<file path="src/hdl/battery_voltage_supervisor_top_defines.svh">
// ----------------------------------------------------------------------------
// Battery voltage supervisor assertion macros
// Shared property wrappers, all clocked on clk and disabled during reset.
// ----------------------------------------------------------------------------
`ifndef BATTERY_VOLTAGE_SUPERVISOR_TOP_DEFINES_SVH
`define BATTERY_VOLTAGE_SUPERVISOR_TOP_DEFINES_SVH

// Same-cycle implication
`define BVS_ASSERT_NOW(label, ante, cons, msg) \
  label: assert property (@(posedge clk) disable iff (!rst_n) (ante) |-> (cons)) \
    else $error(msg);

// Next-cycle implication
`define BVS_ASSERT_NEXT(label, ante, cons, msg) \
  label: assert property (@(posedge clk) disable iff (!rst_n) (ante) |=> (cons)) \
    else $error(msg);

`endif

</file>
<file path="src/hdl/bvs_pkg.sv">
// ----------------------------------------------------------------------------
// Battery voltage supervisor package
// Command codes, register indexes and the structs shared between modules.
// ----------------------------------------------------------------------------
`timescale 1ns / 1ps

package bvs_pkg;

  // Command codes carried on in_tuser
  localparam logic [1:0] CMD_SAMPLE   = 2'd0;
  localparam logic [1:0] CMD_BOOT     = 2'd1;
  localparam logic [1:0] CMD_LED_CHK  = 2'd2;
  localparam logic [1:0] CMD_CLR_FLAG = 2'd3;

  // Configuration register indexes
  localparam logic [2:0] REG_LOW_LEVEL   = 3'd0;
  localparam logic [2:0] REG_SD_LEVEL    = 3'd1;
  localparam logic [2:0] REG_BOOT_FLOOR  = 3'd2;
  localparam logic [2:0] REG_LED_INTVL   = 3'd3;
  localparam logic [2:0] REG_UNDER_LIMIT = 3'd4;

  // Register reset values
  localparam logic [15:0] LOW_LEVEL_RST   = 16'd3320;
  localparam logic [15:0] SD_LEVEL_RST    = 16'd3045;
  localparam logic [15:0] BOOT_FLOOR_RST  = 16'd2000;
  localparam logic [31:0] LED_INTVL_RST   = 32'd30000;
  localparam logic [7:0]  UNDER_LIMIT_RST = 8'd2;

  // Charge limits
  localparam logic [6:0] CHARGE_FULL = 7'd100;

  typedef struct packed {
    logic [15:0] low_level_mv;
    logic [15:0] shutdown_level_mv;
    logic [15:0] boot_floor_mv;
    logic [31:0] low_led_interval_ms;
    logic [7:0]  under_count_limit;
  } cfg_t;

  typedef struct packed {
    logic [1:0]  cmd;
    logic [15:0] voltage_mv;
    logic [6:0]  charge_percent;
    logic        usb_powered;
    logic [39:0] uptime_ms;
  } item_t;

  typedef struct packed {
    logic       shutdown_flag;
    logic       low_led_on;
    logic       sleep_request;
    logic       charge_changed;
    logic [6:0] reported_charge;
  } result_t;

endpackage

</file>
<file path="src/hdl/bvs_cfg.sv">
// ----------------------------------------------------------------------------
// Battery voltage supervisor configuration registers
// Holds the thresholds and limits written through the plain write port.
// ----------------------------------------------------------------------------
`timescale 1ns / 1ps

module bvs_cfg (
  input  logic          clk,
  input  logic          rst_n,
  input  logic          cfg_we,
  input  logic [2:0]    cfg_addr,
  input  logic [31:0]   cfg_wdata,
  output bvs_pkg::cfg_t cfg
);

  bvs_pkg::cfg_t cfg_r;

  // Write the addressed register; drop writes to unused indexes
  always_ff @(posedge clk) begin
    if (!rst_n) begin
      cfg_r.low_level_mv        <= bvs_pkg::LOW_LEVEL_RST;
      cfg_r.shutdown_level_mv   <= bvs_pkg::SD_LEVEL_RST;
      cfg_r.boot_floor_mv       <= bvs_pkg::BOOT_FLOOR_RST;
      cfg_r.low_led_interval_ms <= bvs_pkg::LED_INTVL_RST;
      cfg_r.under_count_limit   <= bvs_pkg::UNDER_LIMIT_RST;
    end else if (cfg_we) begin
      case (cfg_addr)
        bvs_pkg::REG_LOW_LEVEL:   cfg_r.low_level_mv        <= cfg_wdata[15:0];
        bvs_pkg::REG_SD_LEVEL:    cfg_r.shutdown_level_mv   <= cfg_wdata[15:0];
        bvs_pkg::REG_BOOT_FLOOR:  cfg_r.boot_floor_mv       <= cfg_wdata[15:0];
        bvs_pkg::REG_LED_INTVL:   cfg_r.low_led_interval_ms <= cfg_wdata;
        bvs_pkg::REG_UNDER_LIMIT: cfg_r.under_count_limit   <= cfg_wdata[7:0];
        default: begin
        end
      endcase
    end
  end

  assign cfg = cfg_r;

endmodule

</file>
<file path="src/hdl/bvs_core.sv">
// ----------------------------------------------------------------------------
// Battery voltage supervisor core
// Supervisor state and the single-pass update for one command item.
// ----------------------------------------------------------------------------
`timescale 1ns / 1ps

module bvs_core #(
  parameter int BOOT_SAMPLES = 10
) (
  input  logic             clk,
  input  logic             rst_n,
  input  logic             fire,
  input  bvs_pkg::item_t   item,
  input  bvs_pkg::cfg_t    cfg,
  output bvs_pkg::result_t result
);

  localparam int IDX_W    = $clog2(BOOT_SAMPLES);
  localparam int SUM_W    = 16 + IDX_W;
  localparam int THR_W    = SUM_W + 1;
  localparam int BOOT_DIV = BOOT_SAMPLES - 2;
  localparam logic [IDX_W-1:0] IDX_LAST = IDX_W'(BOOT_SAMPLES - 1);

  // State
  logic [6:0]       charge_r,    charge_nxt;
  logic [7:0]       under_cnt_r, under_cnt_nxt;
  logic             sd_r,        sd_nxt;
  logic [15:0]      volt_r,      volt_nxt;
  logic             led_r,       led_nxt;
  logic [39:0]      led_time_r,  led_time_nxt;
  logic [IDX_W-1:0] boot_idx_r,  boot_idx_nxt;
  logic [SUM_W-1:0] boot_sum_r,  boot_sum_nxt;
  logic [15:0]      boot_max_r,  boot_max_nxt;
  logic [15:0]      boot_min_r,  boot_min_nxt;

  // Working values
  logic [6:0]       chg;
  logic [7:0]       cnt_inc;
  logic             sleep;
  logic             changed;
  logic [SUM_W-1:0] sum_upd;
  logic [15:0]      max_upd;
  logic [15:0]      min_upd;
  logic [SUM_W-1:0] trimmed;
  logic [THR_W-1:0] thr_hi;
  logic [THR_W-1:0] thr_lo;
  logic             led_allowed;

  // Mean bounds scaled by the divisor, so the trimmed sum is compared directly:
  // mean <= shutdown  <=>  trimmed < (shutdown + 1) * div
  // mean >  floor     <=>  trimmed >= (floor + 1) * div
  assign thr_hi = (THR_W'(cfg.shutdown_level_mv) + THR_W'(1)) * THR_W'(BOOT_DIV);
  assign thr_lo = (THR_W'(cfg.boot_floor_mv) + THR_W'(1)) * THR_W'(BOOT_DIV);

  // Boot accumulator updates
  assign sum_upd = boot_sum_r + SUM_W'(item.voltage_mv);
  assign max_upd = (item.voltage_mv >= boot_max_r) ? item.voltage_mv : boot_max_r;
  assign min_upd = (item.voltage_mv < boot_min_r) ? item.voltage_mv : boot_min_r;
  assign trimmed = sum_upd - SUM_W'(max_upd) - SUM_W'(min_upd);

  // Saturating undervoltage count
  assign cnt_inc = (under_cnt_r == 8'hFF) ? under_cnt_r : under_cnt_r + 8'd1;

  // Clamp the gauge reading to full charge
  assign chg = (item.charge_percent > bvs_pkg::CHARGE_FULL) ?
               bvs_pkg::CHARGE_FULL : item.charge_percent;

  // LED rate limit: first assertion, or enough time since the last one
  assign led_allowed = (led_time_r == 40'd0) ||
                       ((item.uptime_ms > led_time_r) &&
                        ((item.uptime_ms - led_time_r) > {8'd0, cfg.low_led_interval_ms}));

  // Next state for the command
  always_comb begin
    charge_nxt    = charge_r;
    under_cnt_nxt = under_cnt_r;
    sd_nxt        = sd_r;
    volt_nxt      = volt_r;
    led_nxt       = led_r;
    led_time_nxt  = led_time_r;
    boot_idx_nxt  = boot_idx_r;
    boot_sum_nxt  = boot_sum_r;
    boot_max_nxt  = boot_max_r;
    boot_min_nxt  = boot_min_r;
    sleep         = 1'b0;
    changed       = 1'b0;
    case (item.cmd)
      bvs_pkg::CMD_SAMPLE: begin
        volt_nxt = item.voltage_mv;
        if (item.voltage_mv > cfg.low_level_mv) begin
          sd_nxt = 1'b0;
        end
        if (!item.usb_powered) begin
          if (item.voltage_mv < cfg.low_level_mv) begin
            if (item.voltage_mv < cfg.shutdown_level_mv) begin
              under_cnt_nxt = cnt_inc;
              sleep         = (cnt_inc > cfg.under_count_limit);
            end else begin
              under_cnt_nxt = 8'd0;
            end
          end else begin
            led_nxt = 1'b0;
          end
        end
        // Charge only falls, or rises while on USB
        if ((chg != charge_r) && ((chg < charge_r) || item.usb_powered)) begin
          charge_nxt = chg;
          changed    = 1'b1;
        end
      end
      bvs_pkg::CMD_BOOT: begin
        if (boot_idx_r == '0) begin
          sd_nxt = 1'b0;
        end
        if (boot_idx_r == IDX_LAST) begin
          if (({1'b0, trimmed} < thr_hi) && ({1'b0, trimmed} >= thr_lo)) begin
            sd_nxt = 1'b1;
          end
          boot_idx_nxt = '0;
          boot_sum_nxt = '0;
          boot_max_nxt = 16'd0;
          boot_min_nxt = 16'hFFFF;
        end else begin
          boot_idx_nxt = boot_idx_r + IDX_W'(1);
          boot_sum_nxt = sum_upd;
          boot_max_nxt = max_upd;
          boot_min_nxt = min_upd;
        end
      end
      bvs_pkg::CMD_LED_CHK: begin
        if (led_allowed && (volt_r < cfg.low_level_mv) &&
            (volt_r > cfg.shutdown_level_mv) && !item.usb_powered) begin
          led_nxt      = 1'b1;
          led_time_nxt = item.uptime_ms;
        end
      end
      bvs_pkg::CMD_CLR_FLAG: begin
        sd_nxt = 1'b0;
      end
      default: begin
      end
    endcase
  end

  // Advance state on each transfer into the result stage
  always_ff @(posedge clk) begin
    if (!rst_n) begin
      charge_r    <= bvs_pkg::CHARGE_FULL;
      under_cnt_r <= 8'd0;
      sd_r        <= 1'b0;
      volt_r      <= 16'd0;
      led_r       <= 1'b0;
      led_time_r  <= 40'd0;
      boot_idx_r  <= '0;
      boot_sum_r  <= '0;
      boot_max_r  <= 16'd0;
      boot_min_r  <= 16'hFFFF;
    end else if (fire) begin
      charge_r    <= charge_nxt;
      under_cnt_r <= under_cnt_nxt;
      sd_r        <= sd_nxt;
      volt_r      <= volt_nxt;
      led_r       <= led_nxt;
      led_time_r  <= led_time_nxt;
      boot_idx_r  <= boot_idx_nxt;
      boot_sum_r  <= boot_sum_nxt;
      boot_max_r  <= boot_max_nxt;
      boot_min_r  <= boot_min_nxt;
    end
  end

  // Result reflects the state after this item
  assign result.reported_charge = charge_nxt;
  assign result.charge_changed  = changed;
  assign result.sleep_request   = sleep;
  assign result.low_led_on      = led_nxt;
  assign result.shutdown_flag   = sd_nxt;

endmodule

</file>
<file path="src/hdl/battery_voltage_supervisor_top.sv">
// ----------------------------------------------------------------------------
// Battery voltage supervisor top level
// Input register, supervisor core and result register on stream channels.
// ----------------------------------------------------------------------------
// Usage:
//   Commands arrive on the in_ channel (tuser = command, tdata = reading,
//   charge, USB flag and uptime). Every command yields exactly one result on
//   the out_ channel with the reported charge and the status flags.
//   Thresholds are set through the cfg_ write port while no command is in
//   flight; a write takes effect at the next clock edge.
//   The core works on the command held in the input register, and the result
//   register takes the outcome when it is free or being drained. Throughput
//   is one command per cycle while the receiver keeps taking results; the
//   whole update is one pass of compares and adds between the two registers.
//   When the receiver stalls, the result register holds its transfer and the
//   input register still takes one more command, after which in_tready drops
//   until the result is taken.
//   Synchronous reset clears both stages, the thresholds to their defaults and
//   the supervisor state (reported charge 100, counters and flags clear).
// ----------------------------------------------------------------------------
`timescale 1ns / 1ps

`include "battery_voltage_supervisor_top_defines.svh"

module battery_voltage_supervisor_top #(
  parameter int BOOT_SAMPLES = 10
) (
  input  logic        clk,
  input  logic        rst_n,
  // Input channel
  input  logic        in_tvalid,
  output logic        in_tready,
  // voltage_mv[15:0], charge_percent[22:16], usb_powered[23], uptime_ms[63:24]
  input  logic [63:0] in_tdata,
  // cmd[1:0]
  input  logic [1:0]  in_tuser,
  // Result channel
  output logic        out_tvalid,
  input  logic        out_tready,
  // reported_charge[6:0], charge_changed[7], sleep_request[8], low_led_on[9],
  // shutdown_flag[10], zero[15:11]
  output logic [15:0] out_tdata,
  // Configuration write port
  input  logic        cfg_we,
  input  logic [2:0]  cfg_addr,
  input  logic [31:0] cfg_wdata
);

  logic             in_valid_r;
  bvs_pkg::item_t   item_r;
  logic             out_valid_r;
  bvs_pkg::result_t result_r;
  bvs_pkg::result_t result;
  bvs_pkg::cfg_t    cfg;
  logic             advance;

  // Move the held item on when the result stage is free or being drained
  assign advance   = in_valid_r && (!out_valid_r || out_tready);
  assign in_tready = !in_valid_r || advance;

  // Input register
  always_ff @(posedge clk) begin
    if (!rst_n) begin
      in_valid_r <= 1'b0;
    end else if (in_tready) begin
      in_valid_r <= in_tvalid;
    end
  end

  always_ff @(posedge clk) begin
    if (in_tvalid && in_tready) begin
      item_r.cmd            <= in_tuser;
      item_r.voltage_mv     <= in_tdata[15:0];
      item_r.charge_percent <= in_tdata[22:16];
      item_r.usb_powered    <= in_tdata[23];
      item_r.uptime_ms      <= in_tdata[63:24];
    end
  end

  bvs_cfg u_cfg (
    .clk       (clk),
    .rst_n     (rst_n),
    .cfg_we    (cfg_we),
    .cfg_addr  (cfg_addr),
    .cfg_wdata (cfg_wdata),
    .cfg       (cfg)
  );

  bvs_core #(
    .BOOT_SAMPLES (BOOT_SAMPLES)
  ) u_core (
    .clk    (clk),
    .rst_n  (rst_n),
    .fire   (advance),
    .item   (item_r),
    .cfg    (cfg),
    .result (result)
  );

  // Result register
  always_ff @(posedge clk) begin
    if (!rst_n) begin
      out_valid_r <= 1'b0;
    end else if (advance) begin
      out_valid_r <= 1'b1;
    end else if (out_tready) begin
      out_valid_r <= 1'b0;
    end
  end

  always_ff @(posedge clk) begin
    if (advance) begin
      result_r <= result;
    end
  end

  assign out_tvalid = out_valid_r;
  assign out_tdata  = {5'd0, result_r};

  // Checks
  `BVS_ASSERT_NOW(a_charge_range, out_valid_r, result_r.reported_charge <= bvs_pkg::CHARGE_FULL, "reported charge above full")
  `BVS_ASSERT_NOW(a_no_overrun, in_valid_r && out_valid_r && !out_tready, !in_tready, "input register overrun while result stalled")
  `BVS_ASSERT_NEXT(a_result_loaded, advance, out_valid_r, "transfer into result stage lost")

endmodule

</file>
<file path="config.mk">
export PLATFORM = sky130hd
export DESIGN_NAME = battery_voltage_supervisor_top
export DESIGN_NICKNAME = d
export VERILOG_FILES = /design/src/hdl/bvs_pkg.sv /design/src/hdl/bvs_cfg.sv /design/src/hdl/bvs_core.sv /design/src/hdl/battery_voltage_supervisor_top.sv
export VERILOG_INCLUDE_DIRS = /design/src /design/src/hdl
export SDC_FILE = /design/constraint.sdc
export NUM_CORES = 1
export LEC_CHECK = 0
export CELL_PAD_IN_SITES_DETAIL_PLACEMENT = 0
export CELL_PAD_IN_SITES_GLOBAL_PLACEMENT = 1
export CORE_MARGIN = 2
export CORE_UTILIZATION = 30
export DETAILED_ROUTE_END_ITERATION = 7
export DONT_BUFFER_PORTS = 1
export PLACE_DENSITY_LB_ADDON = 0.1
export REMOVE_ABC_BUFFERS = 1
export SLEW_MARGIN = 25
export SYNTH_ARGS = -nofsm -noshare
export SYNTH_HDL_FRONTEND = slang
export SYNTH_SLANG_ARGS = --single-unit
</file>
<file path="constraint.sdc">
create_clock -name clk -period 10.8 [get_ports clk]
set_input_delay 1.08 -clock clk [delete_from_list [all_inputs] [get_ports clk]]
set_output_delay 1.08 -clock clk [all_outputs]
set_load 0.01 [all_outputs]
</file>
==> flow_summary.toml <==
[status]
status = "complete, no violations"

[global_route]
antenna_found_initial = 1
grtUsageTotal_pct = 18.47
grt_pass1_vias = 16000
grt_pass1_wl_um = 96070
grt_max_degree = 119
grt_overflow = 0

[place]
dp_hpwl_um = 47900
place_area_mm2 = 0.02071
numPortBuffers = 0
gp_congestion = 0.8154

[setup_path]
critPathMaxFanout = 19
slowest_delay_ns = 0.50
cp_slowest_cell = "edfxtp_1"
cpMostUsedCell = "a21o_1"
crit_path_end_kind = "register"
r2r_slack_ns = 2.73
crit_required_ns = 11.12
startpoint_type = "register"
path_class = "reg2reg"
cp_num_buf_inv = 3
arrival_ns = 8.39
cp_top_family = "compound AO/OA/AOI/OAI gates"

[clock_tree]
numClockSinks = 296
cts_root_buf = "clkbuf_16"
clk_latency_ns = 0.56
cts_tree = "built"
cts_made_buffers = 40
cts.path.max_buffers = 3
cts.clk_slew.worst_paths_ns = 0.06
holdBufCountCts = 0
h-tree-depth = 2
cts_resized = 0
cts_setup_buffers = 0

[flow_run]
drv_cap = 0

[final_layout]
fin_area_mm2 = 0.02202
area_delta_synth_final_pct = 11.19
final_cell_mix = "389 x nand2_1, 249 x ha_1, 219 x dfxtp_1"
final_common_cell = "nand2_1"
n_antenna_cell = 0
drive_gt1_share_pct = 5.310
nNetsFinal = 2678

[synthesis]
synthArstFlopShare_pct = 0
muxShareOfSynthArea_pct = 3.538
synthAdderAreaFrac_pct = 17.55
postSynthRegisterBits = 296
synth_top_family_by_area = "compound AO/OA/AOI/OAI gates"
synth-simple-area-share_pct = 17.13
seq_area_frac_synth_pct = 33.81
synth_top_area_share_pct = 22.14
yosysTopAreaCell = "dfxtp_1"
synth.cell_area_mm2 = 0.01981
synth-xor-area-share_pct = 4.334
postSynthCellCount = 2328
synth_compound_area_share_pct = 17.83
synth.avg_cell_area_um2 = 8.507
synth_cell_types = 74
ys.flop_type = "dfxtp_1"
synthTopCellsByArea = "dfxtp_1 22%, ha_1 16%, edfxtp_1 12%"
yosys_warnings = 0
synth_edf_count = 77

[power]
power_uw = 3292
pwr-share-clk_pct = 41.0
p_sw_uw = 988.7
sw_frac_of_total_pct = 30.04
vdd_ir_drop_max_uv = 111.5
p_seq_share_pct = 36.7
p_int_uw = 2303
power.static_leakage_uw = 0.008826
pwr-share-comb_pct = 22.3
power.density_mw_per_mm2 = 149.5

[timing]
maxSlewHeadroom_pct = 35.00
hold_ws_ns = 0.4527
worst_pin_slew_ns = 0.9739
finalSetupViolCount = 0
period_share_pct = 74.74
tns_ns = 0
skew_ns = 0.01971
min_period_ns = 8.072
clock.fmax_ghz = 0.1239
rsz0062_at_grt = "no"
finalHoldViolations = 0
maxSlewViolCount = 0

[detailed_routing]
drtIter0Drc = 976
drc_errors = 0
wl_per_cell_um = 19.57
via_per_inst = 5.001
drt-total-wl_um = 62620
vias = 16000
ant_nets = 0
firstDrtPassIters = 5

[die]
row_count = 94
die_width_um = 260.9
initial_core_util_pct = 30.23
coreArea_mm2 = 0.06551
die_height_um = 260.9
dieArea_mm2 = 0.06809
ios = 124

[worst_hold_path]
hold_path.class = "reg2reg"
## final cells by class
cell class	instances	area [µm²]
clock buffer	53	1091
clock inverter	19	217.7
fill	6775	43490
inverter	204	768.2
multi-input combinational	1744	12020
sequential	296	6696
tap	864	1081
timing repair buffer	19	146.4
## routing by layer
metal  routed length, µm  share of wire, %  track usage (%)
met1               29500                47            24.31
met2               28610                46            30.53
met3                2524               4.0            3.388
met4                1979               3.2            5.984
met5                   0                 0                0
## synth_stat cells (all sizes together), types with 3 or more instances
| cell | instances |
|---|---|
| a2111oi | 9 |
| nor2 | 117 |
| and4 | 6 |
| a21o | 72 |
| nor3 | 35 |
| edfxtp | 77 |
| a211oi | 21 |
| and2 | 10 |
| o311ai | 3 |
| inv | 204 |
| clkbuf | 76 |
| dfxtp | 219 |
| a21oi | 211 |
| mux2 | 24 |
| xor2 | 38 |
| nand2 | 389 |
| o2111ai | 3 |
| and3 | 10 |
| ha | 249 |
| a22o | 23 |
| nand4 | 33 |
| o21bai | 8 |
| o31ai | 7 |
| o221ai | 3 |
| o211ai | 51 |
| a211o | 3 |
| nor2b | 22 |
| o22ai | 3 |
| a21boi | 5 |
| or3 | 7 |
| xnor2 | 60 |
| o21ai | 77 |
| o21a | 18 |
| nand2b | 26 |
| a41oi | 4 |
| a31oi | 10 |
| mux2i | 43 |
| or2 | 6 |
| nand3 | 63 |
| buf | 12 |
| fa | 18 |
| nor4 | 20 |
## power by group through the flow
stage	logic (µW)	clock network, µW	registers (µW)
2_1_floorplan	541	0	1220
3_3_place_gp	730	0	1230
3_5_place_dp	734	0	1230
4_1_cts	743	1400	1210
5_1_grt	845	1440	1210
6_report	735	1350	1210
## path summary, 6_finish.rpt
path              depth (start not counted)                         to                      start
hold / removal                            2  u_cfg.cfg[3]$_SDFFE_PN0P_  u_cfg.cfg[3]$_SDFFE_PN0P_
setup reg to reg                         31    out_tdata[10]$_DFFE_PP_       item_r[48]$_DFFE_PP_
setup / recovery                         31    out_tdata[10]$_DFFE_PP_       item_r[48]$_DFFE_PP_
hold reg to reg                           2  u_cfg.cfg[3]$_SDFFE_PN0P_  u_cfg.cfg[3]$_SDFFE_PN0P_
## metrics by stage
stage | util [%] | instances | worst slack, ns
2_1_floorplan | - | 2244 | 2.685
3_3_place_gp | 31.59 | 3127 | 2.937
3_5_place_dp | 31.61 | 3127 | 2.863
4_1_cts | 33.61 | 3199 | 2.808
5_1_grt | 33.62 | 3199 | 2.314
6_report | 33.62 | 3199 | 2.728
## cells by family (layout without fill, tap and decap cells)
kind of cell / count (synthesis) / in the layout
adders and majority gates: 267 / 267
buffers and inverters: 292 / 295
other: 1 / 5
AOI/OAI and AO/OA: 551 / 551
xor gates and xnor gates: 98 / 98
DFF: 296 / 296
muxes: 67 / 67
and+or+nand+nor: 756 / 756
## sequential cells by signal (all words and copies together), names as in the netlist
register and flops:
u_core.boot_sum_r 20, item_r 66, u_core.under_cnt_r 8, u_core.volt_r 16
u_core.charge_r 7, u_core.led_r 1, out_tvalid 1, u_core.sd_r 1
u_core.led_time_r 40, u_core.boot_max_r 16, out_tdata 11, u_core.boot_min_r 16
u_core.boot_idx_r 4, in_valid_r 1, u_cfg.cfg 88
## worst reg2reg max path, delay by kind of cell (launching register included)
| kind | cells | cell delay [ns] |
|---|---|---|
| AO/OA/AOI/OAI | 17 | 4.19 |
| multiplexers | 1 | 0.39 |
| AND/OR/NAND/NOR | 5 | 0.70 |
| adder cells (fa/ha/maj) | 4 | 1.42 |
| flip-flops | 1 | 0.50 |
| XOR/XNOR | 1 | 0.19 |
| buffers and inverters | 3 | 0.47 |
Note: power is estimated with default switching activity, not from simulation.
